<file path="config.mk">
export PLATFORM = sky130hd
export DESIGN_NAME = linear_adrc_controller
export DESIGN_NICKNAME = d
export VERILOG_FILES = /design/src/rtl/ladrc_pkg.sv /design/src/rtl/ladrc_ctrl.sv /design/src/rtl/ladrc_datapath.sv /design/src/rtl/linear_adrc_controller.sv
export SDC_FILE = /design/constraint.sdc
export NUM_CORES = 2
export LEC_CHECK = 0
export BUFFER_PORTS_ARGS = -buffer_cell sky130_fd_sc_hd__buf_2
export CAP_MARGIN = 20
export CORE_UTILIZATION = 45
export CTS_BUF_LIST = sky130_fd_sc_hd__clkbuf_8
export DETAILED_ROUTE_END_ITERATION = 10
export SLEW_MARGIN = 20
export SYNTH_ARGS = -nofsm -noshare
export SYNTH_HDL_FRONTEND = slang
export SYNTH_HIERARCHICAL = 1
export SYNTH_SLANG_ARGS = --single-unit
</file>
<file path="constraint.sdc">
create_clock -name clk -period 11.8 [get_ports clk]
set_input_delay 2.36 -clock clk [delete_from_list [all_inputs] [get_ports clk]]
set_output_delay 2.36 -clock clk [all_outputs]
set_load 0.01 [all_outputs]
</file>
<file path="src/rtl/ladrc_pkg.sv">
// shared types, constants, saturating helpers and the sequencer program of the adrc block
`default_nettype none
package ladrc_pkg;

	// word format, fixed by the 32 bit fields at the ports
	localparam int WORD_BITS = 32;
	localparam int FRAC_BITS = 16;
	localparam int MAG_W     = 2 * WORD_BITS + 1;
	localparam int DIV_STEPS = WORD_BITS + FRAC_BITS;
	localparam int DIV_CNT_W = $clog2(DIV_STEPS);
	localparam int H_BITS    = WORD_BITS - 1;

	typedef logic signed [WORD_BITS-1:0] word_t;
	typedef logic [WORD_BITS-1:0]        umag_t;

	localparam word_t WORD_MAX = {1'b0, {(WORD_BITS-1){1'b1}}};
	localparam word_t WORD_MIN = {1'b1, {(WORD_BITS-1){1'b0}}};

	// configuration register indexes
	localparam int CFG_IDX_W = 3;
	localparam logic [CFG_IDX_W-1:0] REG_PLANT_GAIN  = 3'd0;
	localparam logic [CFG_IDX_W-1:0] REG_BETA_ONE    = 3'd1;
	localparam logic [CFG_IDX_W-1:0] REG_BETA_TWO    = 3'd2;
	localparam logic [CFG_IDX_W-1:0] REG_BETA_THREE  = 3'd3;
	localparam logic [CFG_IDX_W-1:0] REG_SAMPLE_TIME = 3'd4;

	localparam word_t RST_PLANT_GAIN = 32'sd65536;
	localparam word_t RST_BETA_ONE   = 32'sd65536;
	localparam word_t RST_BETA_TWO   = 32'sd6554;
	localparam word_t RST_BETA_THREE = 32'sd656;
	localparam logic [H_BITS-1:0] RST_SAMPLE_TIME = 31'd655;

	// beat payloads
	typedef struct packed {
		logic signed [31:0] target_value;
		logic signed [31:0] measured_value;
	} in_item_t;

	typedef struct packed {
		logic signed [31:0] control_value;
		logic signed [31:0] tracking_error;
		logic signed [31:0] position_estimate;
		logic signed [31:0] rate_estimate;
		logic signed [31:0] disturbance_estimate;
		logic               divide_fault;
	} out_item_t;

	// micro operations
	localparam logic [1:0] OP_ADD = 2'd0;
	localparam logic [1:0] OP_SUB = 2'd1;
	localparam logic [1:0] OP_MUL = 2'd2;
	localparam logic [1:0] OP_DIV = 2'd3;

	// operand sources
	localparam logic [3:0] SRC_Z1   = 4'd0;
	localparam logic [3:0] SRC_Z2   = 4'd1;
	localparam logic [3:0] SRC_Z3   = 4'd2;
	localparam logic [3:0] SRC_U    = 4'd3;
	localparam logic [3:0] SRC_E1   = 4'd4;
	localparam logic [3:0] SRC_ERR  = 4'd5;
	localparam logic [3:0] SRC_T    = 4'd6;
	localparam logic [3:0] SRC_NZ2  = 4'd7;
	localparam logic [3:0] SRC_R    = 4'd8;
	localparam logic [3:0] SRC_Y    = 4'd9;
	localparam logic [3:0] SRC_B1   = 4'd10;
	localparam logic [3:0] SRC_B2   = 4'd11;
	localparam logic [3:0] SRC_B3   = 4'd12;
	localparam logic [3:0] SRC_H    = 4'd13;
	localparam logic [3:0] SRC_ZERO = 4'd14;
	localparam logic [3:0] SRC_B0   = 4'd15;

	// scratch destinations
	localparam logic [2:0] DST_E1  = 3'd0;
	localparam logic [2:0] DST_ERR = 3'd1;
	localparam logic [2:0] DST_T   = 3'd2;
	localparam logic [2:0] DST_NZ1 = 3'd3;
	localparam logic [2:0] DST_NZ2 = 3'd4;
	localparam logic [2:0] DST_NZ3 = 3'd5;
	localparam logic [2:0] DST_NU  = 3'd6;

	typedef struct packed {
		logic [1:0] op;
		logic [3:0] a_sel;
		logic [3:0] b_sel;
		logic [2:0] dst;
	} uop_t;

	localparam int PROG_LEN = 18;
	localparam int PC_W     = $clog2(PROG_LEN);
	localparam logic [PC_W-1:0] PC_LAST = PC_W'(PROG_LEN - 1);

	// controller to datapath
	typedef struct packed {
		logic load;
		logic issue;
		logic mul_wb;
		logic commit;
		uop_t uop;
	} cmd_t;

	// datapath to controller
	typedef struct packed {
		logic div_done;
		logic out_free;
	} status_t;

	// observer update, error and control law, one operation per entry
	function automatic uop_t uop_at(input logic [PC_W-1:0] pc);
		uop_t u;
		u = '{OP_ADD, SRC_ZERO, SRC_ZERO, DST_T};
		unique case (pc)
			5'd0:  u = '{OP_SUB, SRC_Z1,   SRC_Y,   DST_E1};
			5'd1:  u = '{OP_SUB, SRC_R,    SRC_Y,   DST_ERR};
			5'd2:  u = '{OP_MUL, SRC_B1,   SRC_E1,  DST_T};
			5'd3:  u = '{OP_SUB, SRC_Z2,   SRC_T,   DST_T};
			5'd4:  u = '{OP_MUL, SRC_H,    SRC_T,   DST_T};
			5'd5:  u = '{OP_ADD, SRC_Z1,   SRC_T,   DST_NZ1};
			5'd6:  u = '{OP_MUL, SRC_B2,   SRC_E1,  DST_T};
			5'd7:  u = '{OP_SUB, SRC_Z3,   SRC_T,   DST_T};
			5'd8:  u = '{OP_ADD, SRC_T,    SRC_U,   DST_T};
			5'd9:  u = '{OP_MUL, SRC_H,    SRC_T,   DST_T};
			5'd10: u = '{OP_ADD, SRC_Z2,   SRC_T,   DST_NZ2};
			5'd11: u = '{OP_MUL, SRC_B3,   SRC_E1,  DST_T};
			5'd12: u = '{OP_SUB, SRC_ZERO, SRC_T,   DST_T};
			5'd13: u = '{OP_MUL, SRC_H,    SRC_T,   DST_T};
			5'd14: u = '{OP_ADD, SRC_Z3,   SRC_T,   DST_NZ3};
			5'd15: u = '{OP_MUL, SRC_B1,   SRC_ERR, DST_T};
			5'd16: u = '{OP_SUB, SRC_T,    SRC_NZ2, DST_T};
			5'd17: u = '{OP_DIV, SRC_T,    SRC_B0,  DST_NU};
			default: u = '{OP_ADD, SRC_ZERO, SRC_ZERO, DST_T};
		endcase
		return u;
	endfunction

	// magnitude of a signed word, exact for the most negative value
	function automatic umag_t mag(input word_t a);
		umag_t m;
		m = a[WORD_BITS-1] ? umag_t'(-a) : umag_t'(a);
		return m;
	endfunction

	// signed word from a magnitude and a sign, clamped to the word range
	function automatic word_t sat_mag(input logic [MAG_W-1:0] m, input logic neg);
		logic [MAG_W-1:0] lim;
		logic [MAG_W-1:0] c;
		logic [WORD_BITS-1:0] lo;
		lim = neg ? (MAG_W'(1) << (WORD_BITS - 1))
			: ((MAG_W'(1) << (WORD_BITS - 1)) - MAG_W'(1));
		c   = (m > lim) ? lim : m;
		lo  = c[WORD_BITS-1:0];
		return neg ? word_t'(-lo) : word_t'(lo);
	endfunction

	// saturating add or subtract
	function automatic word_t sat_addsub(input word_t a, input word_t b, input logic sub);
		logic [WORD_BITS:0] s;
		s = sub ? ({a[WORD_BITS-1], a} - {b[WORD_BITS-1], b})
			: ({a[WORD_BITS-1], a} + {b[WORD_BITS-1], b});
		if (s[WORD_BITS] != s[WORD_BITS-1]) begin
			return s[WORD_BITS] ? WORD_MIN : WORD_MAX;
		end
		return word_t'(s[WORD_BITS-1:0]);
	endfunction

endpackage
`default_nettype wire

</file>
<file path="src/rtl/ladrc_ctrl.sv">
// sequencer for the adrc datapath: steps through the operation program once per sample
`default_nettype none
module ladrc_ctrl (
	input  wire logic              clk,
	input  wire logic              arst_n,
	input  wire logic              in_valid,
	output logic                   in_ready,
	input  wire ladrc_pkg::status_t status,
	output ladrc_pkg::cmd_t        cmd
);

	localparam logic [2:0] S_IDLE  = 3'd0;
	localparam logic [2:0] S_EXEC  = 3'd1;
	localparam logic [2:0] S_MULWB = 3'd2;
	localparam logic [2:0] S_DIV   = 3'd3;
	localparam logic [2:0] S_FIN   = 3'd4;

	logic [2:0]                 state_q;
	logic [2:0]                 state_d;
	logic [ladrc_pkg::PC_W-1:0] pc_q;
	logic [ladrc_pkg::PC_W-1:0] pc_d;
	ladrc_pkg::uop_t            uop;

	assign uop      = ladrc_pkg::uop_at(pc_q);
	assign in_ready = (state_q == S_IDLE);

	// next state and commands
	always_comb begin
		state_d    = state_q;
		pc_d       = pc_q;
		cmd        = '0;
		cmd.uop    = uop;
		unique case (state_q)
			S_IDLE: begin
				if (in_valid) begin
					cmd.load = 1'b1;
					pc_d     = '0;
					state_d  = S_EXEC;
				end
			end
			S_EXEC: begin
				cmd.issue = 1'b1;
				priority if (uop.op == ladrc_pkg::OP_MUL) begin
					state_d = S_MULWB;
				end else if (uop.op == ladrc_pkg::OP_DIV) begin
					state_d = S_DIV;
				end else if (pc_q == ladrc_pkg::PC_LAST) begin
					state_d = S_FIN;
				end else begin
					pc_d = pc_q + 1'b1;
				end
			end
			S_MULWB: begin
				cmd.mul_wb = 1'b1;
				pc_d       = pc_q + 1'b1;
				state_d    = S_EXEC;
			end
			S_DIV: begin
				if (status.div_done) begin
					state_d = S_FIN;
				end
			end
			S_FIN: begin
				if (status.out_free) begin
					cmd.commit = 1'b1;
					state_d    = S_IDLE;
				end
			end
			default: begin
				state_d = S_IDLE;
			end
		endcase
	end

	always_ff @(posedge clk or negedge arst_n) begin
		if (!arst_n) begin
			state_q <= S_IDLE;
			pc_q    <= '0;
		end else begin
			state_q <= state_d;
			pc_q    <= pc_d;
		end
	end

endmodule
`default_nettype wire

</file>
<file path="src/rtl/ladrc_datapath.sv">
// adrc datapath: config registers, observer state, saturating alu, multiplier, divider, output
`default_nettype none
module ladrc_datapath (
	input  wire logic                              clk,
	input  wire logic                              arst_n,
	input  wire logic                              cfg_we,
	input  wire logic [ladrc_pkg::CFG_IDX_W-1:0]   cfg_index,
	input  wire logic [ladrc_pkg::WORD_BITS-1:0]   cfg_data,
	input  wire ladrc_pkg::in_item_t               in_data,
	input  wire ladrc_pkg::cmd_t                   cmd,
	output ladrc_pkg::status_t                     status,
	output logic                                   out_valid,
	input  wire logic                              out_ready,
	output ladrc_pkg::out_item_t                   out_data
);

	localparam int W  = ladrc_pkg::WORD_BITS;
	localparam int F  = ladrc_pkg::FRAC_BITS;
	localparam int MW = ladrc_pkg::MAG_W;
	localparam int DW = ladrc_pkg::DIV_STEPS;

	// configuration
	ladrc_pkg::word_t gain_q, beta1_q, beta2_q, beta3_q;
	logic [ladrc_pkg::H_BITS-1:0] h_q;

	// observer state and last control value
	ladrc_pkg::word_t z1_q, z2_q, z3_q, u_q;

	// sample and scratch registers
	ladrc_pkg::word_t r_q, y_q;
	ladrc_pkg::word_t e1_q, err_q, t_q, nz1_q, nz2_q, nz3_q, nu_q;

	// multiplier stage
	logic [2*W-1:0] prod_s1;
	logic           mul_neg_s1;
	logic [2:0]     mul_dst_s1;
	logic [MW-1:0]  mul_rnd;
	ladrc_pkg::word_t mul_res;

	// divider
	logic                              div_run_q;
	logic                              div_fin_q;
	logic                              div_neg_q;
	logic                              fault_q;
	logic [ladrc_pkg::DIV_CNT_W-1:0]   div_cnt_q;
	logic [DW-1:0]                     div_quo_q;
	logic [W-1:0]                      div_rem_q;
	ladrc_pkg::umag_t                  div_den_q;
	logic [W:0]                        rem_sh;
	logic [W:0]                        rem_diff;
	logic                              rem_ge;

	// operands and write port
	ladrc_pkg::word_t a_val, b_val, alu_res, zero_sat;
	logic             is_alu, is_div, gain_zero;
	logic             wr_en;
	logic [2:0]       wr_dst;
	ladrc_pkg::word_t wr_val;

	// output register
	logic                 out_valid_q;
	ladrc_pkg::out_item_t out_q;

	// configuration writes, ignored beyond the register list
	always_ff @(posedge clk or negedge arst_n) begin
		if (!arst_n) begin
			gain_q  <= ladrc_pkg::RST_PLANT_GAIN;
			beta1_q <= ladrc_pkg::RST_BETA_ONE;
			beta2_q <= ladrc_pkg::RST_BETA_TWO;
			beta3_q <= ladrc_pkg::RST_BETA_THREE;
			h_q     <= ladrc_pkg::RST_SAMPLE_TIME;
		end else if (cfg_we) begin
			unique case (cfg_index)
				ladrc_pkg::REG_PLANT_GAIN:  gain_q  <= ladrc_pkg::word_t'(cfg_data);
				ladrc_pkg::REG_BETA_ONE:    beta1_q <= ladrc_pkg::word_t'(cfg_data);
				ladrc_pkg::REG_BETA_TWO:    beta2_q <= ladrc_pkg::word_t'(cfg_data);
				ladrc_pkg::REG_BETA_THREE:  beta3_q <= ladrc_pkg::word_t'(cfg_data);
				ladrc_pkg::REG_SAMPLE_TIME: h_q     <= cfg_data[ladrc_pkg::H_BITS-1:0];
				default: ;
			endcase
		end
	end

	// operand select
	always_comb begin
		unique case (cmd.uop.a_sel)
			ladrc_pkg::SRC_Z1:   a_val = z1_q;
			ladrc_pkg::SRC_Z2:   a_val = z2_q;
			ladrc_pkg::SRC_Z3:   a_val = z3_q;
			ladrc_pkg::SRC_U:    a_val = u_q;
			ladrc_pkg::SRC_E1:   a_val = e1_q;
			ladrc_pkg::SRC_ERR:  a_val = err_q;
			ladrc_pkg::SRC_T:    a_val = t_q;
			ladrc_pkg::SRC_NZ2:  a_val = nz2_q;
			ladrc_pkg::SRC_R:    a_val = r_q;
			ladrc_pkg::SRC_Y:    a_val = y_q;
			ladrc_pkg::SRC_B1:   a_val = beta1_q;
			ladrc_pkg::SRC_B2:   a_val = beta2_q;
			ladrc_pkg::SRC_B3:   a_val = beta3_q;
			ladrc_pkg::SRC_H:    a_val = ladrc_pkg::word_t'({1'b0, h_q});
			ladrc_pkg::SRC_ZERO: a_val = '0;
			ladrc_pkg::SRC_B0:   a_val = gain_q;
			default:             a_val = '0;
		endcase
		unique case (cmd.uop.b_sel)
			ladrc_pkg::SRC_Z1:   b_val = z1_q;
			ladrc_pkg::SRC_Z2:   b_val = z2_q;
			ladrc_pkg::SRC_Z3:   b_val = z3_q;
			ladrc_pkg::SRC_U:    b_val = u_q;
			ladrc_pkg::SRC_E1:   b_val = e1_q;
			ladrc_pkg::SRC_ERR:  b_val = err_q;
			ladrc_pkg::SRC_T:    b_val = t_q;
			ladrc_pkg::SRC_NZ2:  b_val = nz2_q;
			ladrc_pkg::SRC_R:    b_val = r_q;
			ladrc_pkg::SRC_Y:    b_val = y_q;
			ladrc_pkg::SRC_B1:   b_val = beta1_q;
			ladrc_pkg::SRC_B2:   b_val = beta2_q;
			ladrc_pkg::SRC_B3:   b_val = beta3_q;
			ladrc_pkg::SRC_H:    b_val = ladrc_pkg::word_t'({1'b0, h_q});
			ladrc_pkg::SRC_ZERO: b_val = '0;
			ladrc_pkg::SRC_B0:   b_val = gain_q;
			default:             b_val = '0;
		endcase
	end

	// saturating alu and zero-gain control value
	assign is_alu    = cmd.issue && ((cmd.uop.op == ladrc_pkg::OP_ADD)
		|| (cmd.uop.op == ladrc_pkg::OP_SUB));
	assign is_div    = cmd.issue && (cmd.uop.op == ladrc_pkg::OP_DIV);
	assign gain_zero = (b_val == '0);
	assign alu_res   = ladrc_pkg::sat_addsub(a_val, b_val, cmd.uop.op == ladrc_pkg::OP_SUB);
	assign zero_sat  = a_val[W-1] ? ladrc_pkg::WORD_MIN : ladrc_pkg::WORD_MAX;

	// multiplier: 32 by 32 magnitude product, then round half away from zero and clamp
	always_ff @(posedge clk) begin
		if (cmd.issue && (cmd.uop.op == ladrc_pkg::OP_MUL)) begin
			prod_s1    <= (2*W)'(ladrc_pkg::mag(a_val)) * (2*W)'(ladrc_pkg::mag(b_val));
			mul_neg_s1 <= a_val[W-1] ^ b_val[W-1];
			mul_dst_s1 <= cmd.uop.dst;
		end
	end

	assign mul_rnd = (MW'(prod_s1) + (MW'(1) << (F - 1))) >> F;
	assign mul_res = ladrc_pkg::sat_mag(mul_rnd, mul_neg_s1);

	// restoring divider step, one quotient bit a cycle
	assign rem_sh   = {div_rem_q, div_quo_q[DW-1]};
	assign rem_ge   = (rem_sh >= {1'b0, div_den_q});
	assign rem_diff = rem_sh - {1'b0, div_den_q};

	always_ff @(posedge clk or negedge arst_n) begin
		if (!arst_n) begin
			div_run_q <= 1'b0;
			div_fin_q <= 1'b0;
			div_cnt_q <= '0;
			fault_q   <= 1'b0;
		end else begin
			div_fin_q <= 1'b0;
			if (is_div) begin
				fault_q <= gain_zero;
				if (gain_zero) begin
					div_fin_q <= 1'b1;
				end else begin
					div_run_q <= 1'b1;
					div_cnt_q <= ladrc_pkg::DIV_CNT_W'(DW - 1);
				end
			end else if (div_run_q) begin
				if (div_cnt_q == '0) begin
					div_run_q <= 1'b0;
					div_fin_q <= 1'b1;
				end else begin
					div_cnt_q <= div_cnt_q - 1'b1;
				end
			end
		end
	end

	always_ff @(posedge clk) begin
		if (is_div) begin
			div_neg_q <= a_val[W-1] ^ b_val[W-1];
			div_quo_q <= {ladrc_pkg::mag(a_val), {F{1'b0}}};
			div_rem_q <= '0;
			div_den_q <= ladrc_pkg::mag(b_val);
		end else if (div_run_q) begin
			div_rem_q <= rem_ge ? rem_diff[W-1:0] : rem_sh[W-1:0];
			div_quo_q <= {div_quo_q[DW-2:0], rem_ge};
		end
	end

	// scratch write port
	always_comb begin
		wr_en  = 1'b0;
		wr_dst = cmd.uop.dst;
		wr_val = alu_res;
		priority if (is_alu) begin
			wr_en = 1'b1;
		end else if (is_div && gain_zero) begin
			wr_en  = 1'b1;
			wr_dst = ladrc_pkg::DST_NU;
			wr_val = zero_sat;
		end else if (cmd.mul_wb) begin
			wr_en  = 1'b1;
			wr_dst = mul_dst_s1;
			wr_val = mul_res;
		end else if (div_fin_q && !fault_q) begin
			wr_en  = 1'b1;
			wr_dst = ladrc_pkg::DST_NU;
			wr_val = ladrc_pkg::sat_mag(MW'(div_quo_q), div_neg_q);
		end
	end

	always_ff @(posedge clk) begin
		if (cmd.load) begin
			r_q <= in_data.target_value;
			y_q <= in_data.measured_value;
		end
		if (wr_en) begin
			unique case (wr_dst)
				ladrc_pkg::DST_E1:  e1_q  <= wr_val;
				ladrc_pkg::DST_ERR: err_q <= wr_val;
				ladrc_pkg::DST_T:   t_q   <= wr_val;
				ladrc_pkg::DST_NZ1: nz1_q <= wr_val;
				ladrc_pkg::DST_NZ2: nz2_q <= wr_val;
				ladrc_pkg::DST_NZ3: nz3_q <= wr_val;
				ladrc_pkg::DST_NU:  nu_q  <= wr_val;
				default: ;
			endcase
		end
	end

	// state commit
	always_ff @(posedge clk or negedge arst_n) begin
		if (!arst_n) begin
			z1_q <= '0;
			z2_q <= '0;
			z3_q <= '0;
			u_q  <= '0;
		end else if (cmd.commit) begin
			z1_q <= nz1_q;
			z2_q <= nz2_q;
			z3_q <= nz3_q;
			u_q  <= nu_q;
		end
	end

	// output register
	always_ff @(posedge clk or negedge arst_n) begin
		if (!arst_n) begin
			out_valid_q <= 1'b0;
		end else if (cmd.commit) begin
			out_valid_q <= 1'b1;
		end else if (out_ready) begin
			out_valid_q <= 1'b0;
		end
	end

	always_ff @(posedge clk) begin
		if (cmd.commit) begin
			out_q.control_value        <= nu_q;
			out_q.tracking_error       <= err_q;
			out_q.position_estimate    <= nz1_q;
			out_q.rate_estimate        <= nz2_q;
			out_q.disturbance_estimate <= nz3_q;
			out_q.divide_fault         <= fault_q;
		end
	end

	assign out_valid       = out_valid_q;
	assign out_data        = out_q;
	assign status.div_done = div_fin_q;
	assign status.out_free = !out_valid_q || out_ready;

endmodule
`default_nettype wire

</file>
<file path="src/rtl/linear_adrc_controller.sv">
// top level of the linear adrc controller: sequencer plus datapath
//
//  channel  | signals                         | payload
//  ---------+---------------------------------+--------------------------
//  in       | in_valid, in_ready, in_data     | ladrc_pkg::in_item_t
//  out      | out_valid, out_ready, out_data  | ladrc_pkg::out_item_t
//  config   | cfg_we, cfg_index, cfg_data     | 32 bit register write
//
// one sample beat at a time; with a nonzero plant gain a sample runs through the 18 program
// steps with a writeback after each of the 7 multiplies, then the 48 step divider, a finish
// step and the commit; a zero plant gain skips the divider steps.
// in_ready is high only while the sequencer is idle, which it enters as the result is
// loaded, so the next sample is accepted even while the result waits at the output.
// a stalled output holds the sequencer at its final step; reset clears the state.
`default_nettype none
module linear_adrc_controller (
	input  wire logic                            clk,
	input  wire logic                            arst_n,
	input  wire logic                            cfg_we,
	input  wire logic [ladrc_pkg::CFG_IDX_W-1:0] cfg_index,
	input  wire logic [ladrc_pkg::WORD_BITS-1:0] cfg_data,
	input  wire logic                            in_valid,
	output logic                                 in_ready,
	input  wire ladrc_pkg::in_item_t             in_data,
	output logic                                 out_valid,
	input  wire logic                            out_ready,
	output ladrc_pkg::out_item_t                 out_data
);

	ladrc_pkg::cmd_t    cmd;
	ladrc_pkg::status_t status;

	// sequencer
	ladrc_ctrl u_ctrl (
		.clk      (clk),
		.arst_n   (arst_n),
		.in_valid (in_valid),
		.in_ready (in_ready),
		.status   (status),
		.cmd      (cmd)
	);

	// arithmetic and state
	ladrc_datapath u_datapath (
		.clk       (clk),
		.arst_n    (arst_n),
		.cfg_we    (cfg_we),
		.cfg_index (cfg_index),
		.cfg_data  (cfg_data),
		.in_data   (in_data),
		.cmd       (cmd),
		.status    (status),
		.out_valid (out_valid),
		.out_ready (out_ready),
		.out_data  (out_data)
	);

endmodule
`default_nettype wire

</file>
**Word level (Yosys, flattened, before mapping)**

Memory sizes are Yosys's and may differ from the RTL's.
Index checks and enable logic that the tools add are counted.

- $add $sub $neg: 10
- $mul: 1
- Order comparisons: 3
- Eq/ne operators: 58
- Mux-type cells: 63
- Bitwise logic cells: 1
- Reduce and logical (&&, ||, !) cells: 35

Operator list:

| cell | count |
|---|---|
| 32-bit case mux with 16 select lines | 2 |
| 32-bit 2-to-1 mux | 17 |
| 32-bit negator | 4 |
| 48-bit 2-to-1 mux | 2 |
| 64-bit by 16-bit adder with 65-bit output (second input constant) | 1 |
| 4-bit equality test (second input constant) | 16 |
| 32-bit by 32-bit multiplier with 64-bit output | 1 |
| 49-bit by 32-bit > comparator with 1-bit output | 1 |
| 48-bit by 32-bit > comparator with 1-bit output | 1 |
| 32-bit by 32-bit adder with 33-bit output | 1 |
| 33-bit by 32-bit >= comparator with 1-bit output | 1 |
| 33-bit 2-to-1 mux | 1 |
| 32-bit by 32-bit subtractor with 33-bit output | 1 |
| 4-bit by 3-bit equality test with 1-bit output (second input constant) | 8 |
| 32-bit zero test | 1 |
| 32-bit subtractor | 1 |
| 3-bit 2-to-1 mux | 10 |
| 6-bit 2-to-1 mux | 4 |
| 2-bit AND reduction | 12 |
| 1-bit 2-to-1 mux | 21 |
| 5-bit 2-to-1 mux | 4 |
| 3-bit by 2-bit equality test with 1-bit output (second input constant) | 6 |
| 4-bit by 2-bit equality test with 1-bit output (second input constant) | 4 |
| 3-bit equality test (second input constant) | 5 |
| 26 further kinds | 46 |

- Register bits: 935
- ROM bits: 416
- Input bits: 104
- Output and inout bits: 163
- Logic and storage cells: 211
- Memories kept: 1

Memories:

| memory | depth | bits a word | read ports | clocked after memory_dff | write ports | line | text |
|---|---|---|---|---|---|---|---|
| (name not given) | 32 | 13 | 1 | 0 | 0 | ladrc_pkg.sv:111 | `unique case (pc)` |

**Longest topological paths before layout**

An unclocked memory read counts as a cell.

- Depth in word-level cells: 12
- Depth in mapped cells: 53
- Gate-level depth less buffers: 48

**Cells and area by module**

Netlist, hierarchy kept.

By module, submodules not included:

| module | times used | cells an instance | area each (µm²) | sequential area each (µm²) |
|---|---|---|---|---|
| ladrc_datapath | 1 | 8,179 | 82,014.9 | 25,441.9 |
| ladrc_ctrl | 1 | 129 | 985.9 | 200.2 |

**Worst setup path before layout**

Ideal clock, no wire load.

- Path kind: reg-to-reg
- From: register u_ctrl/pc_q[1] (netlist bit)
- To: register u_datapath.prod_s1[63] (data pin)
- Arrival: 11,708 ps
- Path slack: -168 ps
- Stages on the path, launching flop included: 45
- Path through: dfrtp_1 > clkbuf_1 > inv_1 > ha_1 > mux4_1 > nor2b_1 > buf_2 > buf_4 > nor2b_1 > a22oi_1 > o22ai_1 > a211o_1 > o22a_1 > nor4_1 > nor3b_2 > nand2_1 > nor3b_2 > a21oi_1 > [... 9 more ...] > fa_1 > fa_1 > fa_1 > fa_1 > ha_1 > a21o_1 > a21o_1 > a21oi_1 > o21ai_0 > a311oi_1 > and2_1 > a211oi_1 > a211o_1 > a21oi_1 > o31ai_1 > a21oi_1 > o21ai_0 > xnor2_1

RTL lines:

| element | line | text |
|---|---|---|
| start, declared | ladrc_ctrl.sv:20 | `logic [ladrc_pkg::PC_W-1:0] pc_q;` |
| start signal, assigned | ladrc_ctrl.sv:81 | `pc_q <= pc_d;` |
| end signal, assigned | ladrc_datapath.sv:137 | `prod_s1 <= (2*W)'(ladrc_pkg::mag(a_val)) * (2*W)'(ladrc_pkg::mag(b_val));` |
| end, declared | ladrc_datapath.sv:34 | `logic [2*W-1:0] prod_s1;` |

==> flow_metrics.py <==
metrics = {
    "clock_network": {
        "clock_path_buffers": 3,
        "cts_buffers": 159,
        "clock_sinks": 920,
        "htreeDepth": 4,
        "clkTransAtPathRegs_ns": 0.06,
        "cts-root-buf": "clkbuf_8",
        "cts_hold_buf": 0,
        "insertion_delay_ns": 1.00,
        "cts_tree": "done",
    },
    "timing": {
        "fin_crit_sh_pct": 101,
        "slew_headroom_pct": 14.7,
        "worst_slack_ns": -0.171,
        "slew_viol_final": 0,
        "rsz0062_at_grt": "yes",
        "min_period_ns": 11.97,
        "finalSetupViolations": 18,
        "worst_slew_pin_slew_ns": 1.27,
        "timing.fmax_mhz": 83.5,
        "hold_ws_ns": 0.447,
        "final_hold_viol_count": 0,
        "setup_tns_ns": -1.49,
        "finalClockSkew_ns": 0.0940,
    },
    "placement": {
        "io_buffers": 266,
        "dp_hpwl_um": 305000,
        "gp_congestion": 1.12,
    },
    "synthesis": {
        "synth_nets": 9712,
        "syn_area_per_cell_um2": 9.99,
        "async_flop_share_pct": 33.2,
        "synth_top_area_cell": "fa_1",
        "syn-instance-count": 8308,
        "synth-edff-count": 567,
        "synth_area_leaders": "fa_1 22%, edfxtp_1 21%, dfrtp_1 8.7%",
        "ys_ff_latch": 920,
        "synth_seq_area_share_pct": 30.9,
        "ys.flop_type": "edfxtp_1",
        "synth_top_area_share_pct": 21.6,
        "synth_cell_types": 121,
        "synth_warnings": 6,
        "syn_area_um2": 83000,
    },
    "worst_hold_path": {
        "min-delay-start": "u_datapath/nz1_q[7]",
        "hp-class": "reg2reg",
        "holdPathEnd": "u_datapath/out_data[72]",
        "min_path_cells": 0,
    },
    "layout": {
        "final_layout_size_suffix_gt1_share_pct": 27.6,
        "synthToLayoutAreaGrowth_pct": 24.7,
        "largest_reg_flops": 161,
        "final_nets": 11045,
        "final_util_pct": 56.5,
    },
    "grt": {
        "grt_pass1_vias": 74326,
        "grt_max_degree": 141,
        "antenna_found_initial": 22,
        "grtUsageTotal_pct": 40.6,
        "grt.overflow.total": 0,
        "grt_pass1_wl_um": 537000,
    },
    "detailed_routing": {
        "wl_per_cell_um": 31.2,
        "via_count": 73248,
        "viasPerCell": 5.98,
        "dr.pass1.iters": 10,
        "drc": 0,
        "initialDrtViolationCount": 7772,
        "ant_nets": 0,
        "drt-total-wl_um": 382000,
    },
    "floorplanning": {
        "rows": 157,
        "start_util_pct": 45.3,
        "core_um2": 183000,
        "die_area_um2": 186000,
        "die-width_um": 431,
        "ios": 267,
        "die_h_um": 431,
    },
    "critical_path": {
        "crit_type": "reg2reg",
        "ff2ff_path_depth": 49,
        "r2r_slack_ns": -0.17,
        "crit_cells": 49,
        "worst_r2r_endpoint": "u_datapath/prod_s1[55]",
        "crit_fanout": 8,
        "cp-end-kind": "flop",
        "cpMostUsedCell": "fa_1",
        "worstPathArrival_ns": 12.65,
        "slowest_delay_ns": 0.58,
        "crit_path_start_kind": "flop",
        "cpLargestDelayFamily": "adder cells",
        "cp_slowest_cell": "fa_1",
        "critPathRequiredTime_ns": 12.48,
        "critPathBufInv": 15,
        "startpoint": "u_ctrl/pc_q[0]",
        "crit-reg2reg-launch": "u_ctrl/pc_q[0]",
    },
    "status": {
        "status": "finished, violations left",
        "violations": "negative setup slack",
    },
    "flow_run": {
        "cap_violations": 0,
    },
}
worst register-to-register path, delay by kind of cell (launching register included):
kind	cells	cell delay, ns
xor+xnor	2	0.30
simple gates	7	1.44
fa+ha+maj	9	4.35
compound gates	15	3.02
buf+inv	15	1.95
flops	1	0.44
mux	1	0.23
logic make-up after synthesis:
logic type	after synthesis	share of synthesized area, %
flip-flops	920	30.9
multiplexers	430	5.78
XOR/XNOR	262	2.80
AO/OA/AOI/OAI	1457	12.4
AND/OR/NAND/NOR	2348	12.9
buffers and inverters	1591	7.54
adder cells (fa/ha/maj)	1300	27.7
placed cells by master, fill, tap and decap left out, types with 112 or more instances in the layout:
cell,synthesis,layout
fa_1,897,861
buf_12,0,128
buf_4,15,1162
xnor2_1,170,125
inv_1,1116,1134
a21oi_1,299,265
nor2_1,849,808
edfxtp_1,567,567
dfrtp_1,287,284
clkbuf_8,0,179
a22oi_1,119,112
nand3_1,139,135
nand2_1,768,757
mux2_2,314,315
buf_2,70,265
ha_1,403,383
o21ai_0,237,222
cells in the mapped netlist (all sizes together), types with 97 or more instances:
library cell,count
dfrtp,287
a21oi,302
mux2i,97
nand2,769
o21ai,252
clkbuf,333
a21o,98
buf,127
inv,1124
xnor2,173
a22oi,119
nand3,139
nor2,853
nor3,104
ha,403
fa,897
mux2,327
edfxtp,567
metal layers:
layer  wire length (um)  vias to the layer above  GRT usage, %
met5                131                        -             0
met4              32800                       20          28.4
met2             175000                     4039          64.6
met3              32600                     1226          8.50
li1                   -                    30898             -
met1             142000                    37065          49.4
worst max-delay path by stage:
stage               slack, ns                     end
floorplan               -0.02  u_datapath/prod_s1[63]
global placement        -1.39  u_datapath/prod_s1[37]
detailed placement      -1.33  u_datapath/prod_s1[37]
CTS                     -0.06  u_datapath/prod_s1[62]
global route            -0.43  u_datapath/prod_s1[60]
finish                  -0.17  u_datapath/prod_s1[55]
cell type report:
| type | instances | area, um2 |
|---|---|---|
| Multi-Input combinational cell | 5798 | 53600 |
| Clock inverter | 120 | 871 |
| Tap cell | 2464 | 3080 |
| Antenna cell | 11 | 27.5 |
| Clock buffer | 179 | 2460 |
| Timing Repair Buffer | 1631 | 13600 |
| Fill cell | 16322 | 79600 |
| Sequential cell | 920 | 25600 |
| Inverter | 1131 | 4270 |
through the flow:
stage	area, um2	std cells	setup WS, ns
6_report	103000	12254	-0.171
3_3_place_gp	96600	11792	-1.39
2_1_floorplan	83000	8308	-0.0196
3_5_place_dp	96600	11793	-1.33
5_1_grt	103000	12248	-0.428
4_1_cts	102000	12184	-0.0645
timing repair:
action | in CTS | in global routing
gates resized for setup | 244 | 236
setup endpoints to repair | 42 | 38
gates cloned | 1 | 7
pin swaps | 128 | 144
setup buffers | 94 | 62
Power is left out: the tool's default activity adds up to more than one toggle a clock period on the data nets, which glitch-free logic cannot reach.
